File: src/kbc_pkg.sv
// Shared types and constants for the k-nearest-neighbor classifier.
`timescale 1ns / 1ps
`default_nettype none
package kbc_pkg;

  localparam int unsigned COORD_W = 16;
  localparam int unsigned DIST_W  = 37;
  localparam int unsigned K_W     = 7;
  localparam int unsigned SQ_W    = 34;

  localparam logic [DIST_W-1:0] DIST_MAX = {DIST_W{1'b1}};
  localparam logic [K_W-1:0]    K_RESET  = 7'd3;

  localparam logic signed [1:0] LABEL_NONE = -2'sd1;
  localparam logic signed [1:0] LABEL_ZERO = 2'sd0;
  localparam logic signed [1:0] LABEL_ONE  = 2'sd1;

  typedef enum logic [1:0] {
    FUNC_TRAIN = 2'd0,
    FUNC_QUERY = 2'd1,
    FUNC_CLEAR = 2'd2,
    FUNC_NONE  = 2'd3
  } func_e;

  typedef struct packed {
    logic [1:0]                func;
    logic signed [COORD_W-1:0] coord_value;
    logic                      train_label;
    logic                      last_coord;
  } in_t;

  typedef struct packed {
    logic signed [1:0] predicted_label;
    logic [K_W-1:0]    winning_votes;
  } out_t;

  typedef struct packed {
    logic train_wr;
    logic train_last;
    logic acc_en;
    logic acc_clr;
    logic rank_start;
    logic rank_step;
    logic vote_load;
    logic vote_step;
  } ctrl_t;

endpackage
`default_nettype wire

File: src/kbc_cell.sv
// One cell: a stored point, its distance accumulator and its rank.
`timescale 1ns / 1ps
`default_nettype none
module kbc_cell #(
  parameter int unsigned IDX        = 0,
  parameter int unsigned MAX_POINTS = 64,
  parameter int unsigned DIMS       = 8
) (
  input  wire logic                                clk_i,
  input  wire logic                                rst_ni,
  input  wire kbc_pkg::ctrl_t                      ctrl_i,
  input  wire logic [$clog2(MAX_POINTS+1)-1:0]     stored_i,
  input  wire logic [$clog2(DIMS+1)-1:0]           pos_i,
  input  wire logic signed [kbc_pkg::COORD_W-1:0]  coord_i,
  input  wire logic                                label_i,
  input  wire logic [kbc_pkg::K_W-1:0]             k_i,
  input  wire logic [kbc_pkg::DIST_W-1:0]          circ_dist_i,
  input  wire logic [((MAX_POINTS>1)?$clog2(MAX_POINTS):1)-1:0] circ_idx_i,
  input  wire logic                                circ_vld_i,
  output logic [kbc_pkg::DIST_W-1:0]               circ_dist_o,
  output logic [((MAX_POINTS>1)?$clog2(MAX_POINTS):1)-1:0] circ_idx_o,
  output logic                                     circ_vld_o,
  input  wire logic                                vote_vld_i,
  input  wire logic                                vote_lbl_i,
  output logic                                     vote_vld_o,
  output logic                                     vote_lbl_o
);

  localparam int unsigned SW  = $clog2(MAX_POINTS+1);
  localparam int unsigned PW  = $clog2(DIMS+1);
  localparam int unsigned AW  = (DIMS > 1) ? $clog2(DIMS) : 1;
  localparam int unsigned IW  = (MAX_POINTS > 1) ? $clog2(MAX_POINTS) : 1;
  localparam int unsigned RW  = $clog2(MAX_POINTS+1);
  localparam int unsigned CW  = (RW > kbc_pkg::K_W) ? RW : kbc_pkg::K_W;
  localparam int unsigned DW  = kbc_pkg::DIST_W;

  logic signed [kbc_pkg::COORD_W-1:0] tc_q [DIMS];
  logic                               lbl_q;
  logic [DW-1:0]                      acc_q, acc_d;
  logic [DW-1:0]                      circ_dist_q;
  logic [IW-1:0]                      circ_idx_q;
  logic                               circ_vld_q;
  logic [RW-1:0]                      rank_q;
  logic                               vote_vld_q, vote_lbl_q;

  logic                               valid, mine, pos_ok, acc_upd, closer;
  logic signed [kbc_pkg::COORD_W:0]   diff;
  logic signed [2*kbc_pkg::COORD_W+1:0] prod;
  logic [DW:0]                        sum;

  assign valid  = stored_i > SW'(IDX);
  assign mine   = stored_i == SW'(IDX);
  assign pos_ok = pos_i < PW'(DIMS);

  assign diff = {coord_i[kbc_pkg::COORD_W-1], coord_i}
              - {tc_q[pos_i[AW-1:0]][kbc_pkg::COORD_W-1], tc_q[pos_i[AW-1:0]]};
  assign prod = diff * diff;
  assign sum  = {1'b0, acc_q} + (DW+1)'(prod[kbc_pkg::SQ_W-1:0]);
  assign acc_d = sum[DW] ? kbc_pkg::DIST_MAX : sum[DW-1:0];
  assign acc_upd = ctrl_i.acc_en && valid && pos_ok;

  assign closer = circ_vld_i && valid &&
                  ((circ_dist_i < acc_q) ||
                   ((circ_dist_i == acc_q) && (circ_idx_i < IW'(IDX))));

  always_ff @(posedge clk_i) begin
    if (ctrl_i.train_wr && mine && pos_ok) begin
      tc_q[pos_i[AW-1:0]] <= coord_i;
    end
    if (ctrl_i.train_last && mine) begin
      lbl_q <= label_i;
    end
  end

  always_ff @(posedge clk_i or negedge rst_ni) begin
    if (!rst_ni) begin
      acc_q       <= '0;
      circ_dist_q <= '0;
      circ_idx_q  <= '0;
      circ_vld_q  <= 1'b0;
      rank_q      <= '0;
      vote_vld_q  <= 1'b0;
      vote_lbl_q  <= 1'b0;
    end else begin
      if (ctrl_i.acc_clr) begin
        acc_q <= '0;
      end else if (acc_upd) begin
        acc_q <= acc_d;
      end
      if (ctrl_i.rank_start) begin
        circ_dist_q <= acc_upd ? acc_d : acc_q;
        circ_idx_q  <= IW'(IDX);
        circ_vld_q  <= valid;
        rank_q      <= '0;
      end else if (ctrl_i.rank_step) begin
        circ_dist_q <= circ_dist_i;
        circ_idx_q  <= circ_idx_i;
        circ_vld_q  <= circ_vld_i;
        if (closer) begin
          rank_q <= rank_q + RW'(1);
        end
      end
      if (ctrl_i.vote_load) begin
        vote_vld_q <= valid && (CW'(rank_q) < CW'(k_i));
        vote_lbl_q <= lbl_q;
      end else if (ctrl_i.vote_step) begin
        vote_vld_q <= vote_vld_i;
        vote_lbl_q <= vote_lbl_i;
      end
    end
  end

  assign circ_dist_o = circ_dist_q;
  assign circ_idx_o  = circ_idx_q;
  assign circ_vld_o  = circ_vld_q;
  assign vote_vld_o  = vote_vld_q;
  assign vote_lbl_o  = vote_lbl_q;

endmodule
`default_nettype wire

File: config.mk
export PLATFORM = sky130hd
export DESIGN_NAME = kbc_cell
export DESIGN_NICKNAME = d
export VERILOG_FILES = /design/src/kbc_pkg.sv /design/src/kbc_cell.sv
export SDC_FILE = /design/constraint.sdc
export NUM_CORES = 1
export LEC_CHECK = 0
export BUFFER_PORTS_ARGS = -buffer_cell sky130_fd_sc_hd__clkbuf_2
export CAP_MARGIN = 30
export CORE_MARGIN = 3
export CORE_UTILIZATION = 63
export CTS_CLUSTER_DIAMETER = 40
export CTS_CLUSTER_SIZE = 10
export DETAILED_ROUTE_END_ITERATION = 8
export PLACE_DENSITY = 0.82
export SETUP_SLACK_MARGIN = 0.3
export SLEW_MARGIN = 10
export SYNTH_ARGS = -nofsm -noshare
export SYNTH_HDL_FRONTEND = slang
export SYNTH_SLANG_ARGS = --single-unit
File: constraint.sdc
create_clock -name clk_i -period 14.3 [get_ports clk_i]
set_clock_uncertainty 0.1 [all_clocks]
set_input_delay 2.145 -clock clk_i [delete_from_list [all_inputs] [get_ports clk_i]]
set_output_delay 2.145 -clock clk_i [all_outputs]
set_load 0.01 [all_outputs]
==> out/qor.yml <==
global_routing:
  grt_max_degree: 92
  grt_use_total_pct: 31.29
  busiest_layer: "met2"
  globalRouteMet1Util_pct: 39.69
  use_met2_pct: 54.92
  antenna_found_initial: 0
  grt_pass1_vias: 17755
  grt_pass1_wl_um: 90580
  grtUsageMet3_pct: 5.050
  grt_overflow_total: 0
logic_synthesis:
  synth_commonest_cells: "inv_1 (407), fa_1 (272), ha_1 (179)"
  synth_nets: 2736
  synth_ff_type: "edfxtp_1"
  post-synth-top-area-fraction_pct: 24.91
  yosysSeqAreaShare_pct: 28.03
  yosys_warnings: 0
  synth-seq-cells: 219
  synthArstFlopShare_pct: 41.10
  ys_top_cells_by_area: "fa_1 (25%), edfxtp_1 (18%), dfrtp_1 (10%)"
  syn_area_sq_mm: 0.02186
  yosysMostFrequentCell: "inv_1"
  synthCells: 2194
  synth_top_cell_by_area: "fa_1"
  synth_edf_count: 129
  synth.distinct_cells: 81
  syn_area_per_cell_sq_um: 9.963
sta:
  tightest_slew_ns: 0.9630
  drv_slew: 0
  worst_slew_margin_rel_pct: 35.80
  fmax_mhz: 75.23
  worst_slack_ns: 1.007
  hold_viol: 0
  setup_viol: 0
  min_period_ns: 13.29
  fin_tns_setup_ns: 0
  period_share_pct: 92.96
  rsz0062_at_grt: "no"
setup_path:
  arrival_ns: 13.54
  worst-setup-path-type: "input port to flip-flop"
  cp_common_cell: "fa_1"
  reg2reg_depth: 48
  slowest_stage: "fa_1"
  cpPeakStageDelay_ns: 0.55
  cp_max_fo: 24
  startpoint_type: "input port"
  required_ns: 14.55
  cp-end-kind: "flip-flop"
clock_tree:
  cts_made_buffers: 35
  hold_buffers: 0
  cts_root_buf: "clkbuf_16"
  htree_levels: 2
  path_clk_slew_ns: 0.05
  clockBufferDepth: 3
  clk_latency_ns: 0.53
  tritoncts: "yes"
  cts_sinks: 219
placed_design:
  place_ws_ns: 0.4471
  port_buffers: 136
  dpl.hpwl_um: 43270
  place_congestion: 0.9647
hold_path:
  hold_depth: 2
  hp-class: "flip-flop to flip-flop"
route:
  wl_per_cell_um: 20.16
  ant_nets: 0
  viasPerCell: 5.984
  route.detailed.drc: 0
  routed_wirelength_um: 56660
  drt_iter0_drc: 1303
  first_pass_iters: 7
  vias: 16822
final_layout:
  syn_to_final_growth_pct: 12.27
  diodes: 0
  utilization_pct: 72.46
  fillers: 2450
  nets: 2884
  drive_above_1_share_pct: 12.19
die:
  die-area_sq_mm: 0.03697
  die_height_um: 192.3
  boundaryPins: 137
  core_sq_mm: 0.03387
  rows: 67
  die_w_um: 192.3
  start_util_pct: 64.54
flow_run:
  drv_cap: 0
status:
  outcome: "completed"
-- final timing paths --
check	from	endpoint	slack (ns)
setup / recovery	pos_i[0]	circ_dist_o[2]$_DFFE_PN0P_	1.01
hold / removal	lbl_q$_DFFE_PP_	vote_lbl_o$_DFFE_PN0P_	0.36
setup reg to reg	tc_q[2][1]$_DFFE_PP_	circ_dist_o[2]$_DFFE_PN0P_	2.93
hold reg to reg	lbl_q$_DFFE_PP_	vote_lbl_o$_DFFE_PN0P_	0.36
max in group asynchronous	rst_ni	acc_q[15]$_DFF_PN0_	11.87
min in group asynchronous	rst_ni	circ_idx_o[0]$_DFFE_PN0P_	1.39
-- routing by layer --
metal | part of all wire, % | vias up
li1 | - | 7603
met1 | 38 | 8365
met2 | 51 | 720
met3 | 7.2 | 134
met4 | 3.6 | 0
met5 | 0 | -
-- placed cells by master (no fill, tap or decap), types with 38 or more instances in the layout --
master and count:
inv_1 407, fa_1 272, ha_1 179, nor2_1 161
clkbuf_2 135, nand2_1 134, edfxtp_1 129, a21oi_1 123
dfrtp_1 90, o21ai_0 63, xnor2_1 54, nor2b_1 46
a211oi_1 42, buf_4 41, a21o_1 39, nand3_1 38
-- logic make-up (layout without fill, tap and decap cells) --
| family | Yosys count | count (layout) | synth area share [%] |
|---|---|---|---|
| buf+inv | 486 | 655 | 8.409 |
| compound gates | 437 | 437 | 13.54 |
| mux | 16 | 16 | 0.7441 |
| simple gates | 503 | 503 | 10.84 |
| fa+ha+maj | 451 | 451 | 35.16 |
| xor+xnor | 82 | 82 | 3.286 |
| flops | 219 | 219 | 28.03 |
-- critical path: cells and delay by family --
kind / cells / cell delay [ns]
compound gates: 23 / 4.50
fa+ha+maj: 9 / 4.16
simple gates: 8 / 1.33
buf+inv: 7 / 1.23
xor+xnor: 1 / 0.14
-- cell type report --
class                   count  area, sq um  share of cell area, %
inverters                 412         1546                  6.302
multi-input cells        1489        13990                  56.99
clock buffers              43        935.9                  3.814
well taps                 448        560.5                  2.284
repair buffers            185         1127                  4.594
clock inverters            15        259.0                  1.055
flip-flops and latches    219         6126                  24.96
-- stage by stage --
stage / instances / hold slack, ns / area (sq um)
after floorplan: 2194 / 0.3291 / 21860
after global placement: 2745 / 0.3388 / 23190
after detailed placement: 2747 / 0.3440 / 23220
after CTS: 2805 / 0.3540 / 24420
after global routing: 2811 / 0.4160 / 24540
final: 2811 / 0.3567 / 24540
-- state kept, by name (all words and copies together), names as in the netlist --
register     count
acc_q           37
circ_dist_o     37
circ_idx_o       6
circ_vld_o       1
lbl_q            1
rank_q           7
tc_q           128
vote_lbl_o       1
vote_vld_o       1
-- repair_timing --
item	CTS	global route
resized for setup	0	6
buffers inserted	0	0
endpoints found under the setup margin	0	73
Power is not shown: default switching activity piles up to over one toggle a cycle in this logic, so the estimate is an artifact.
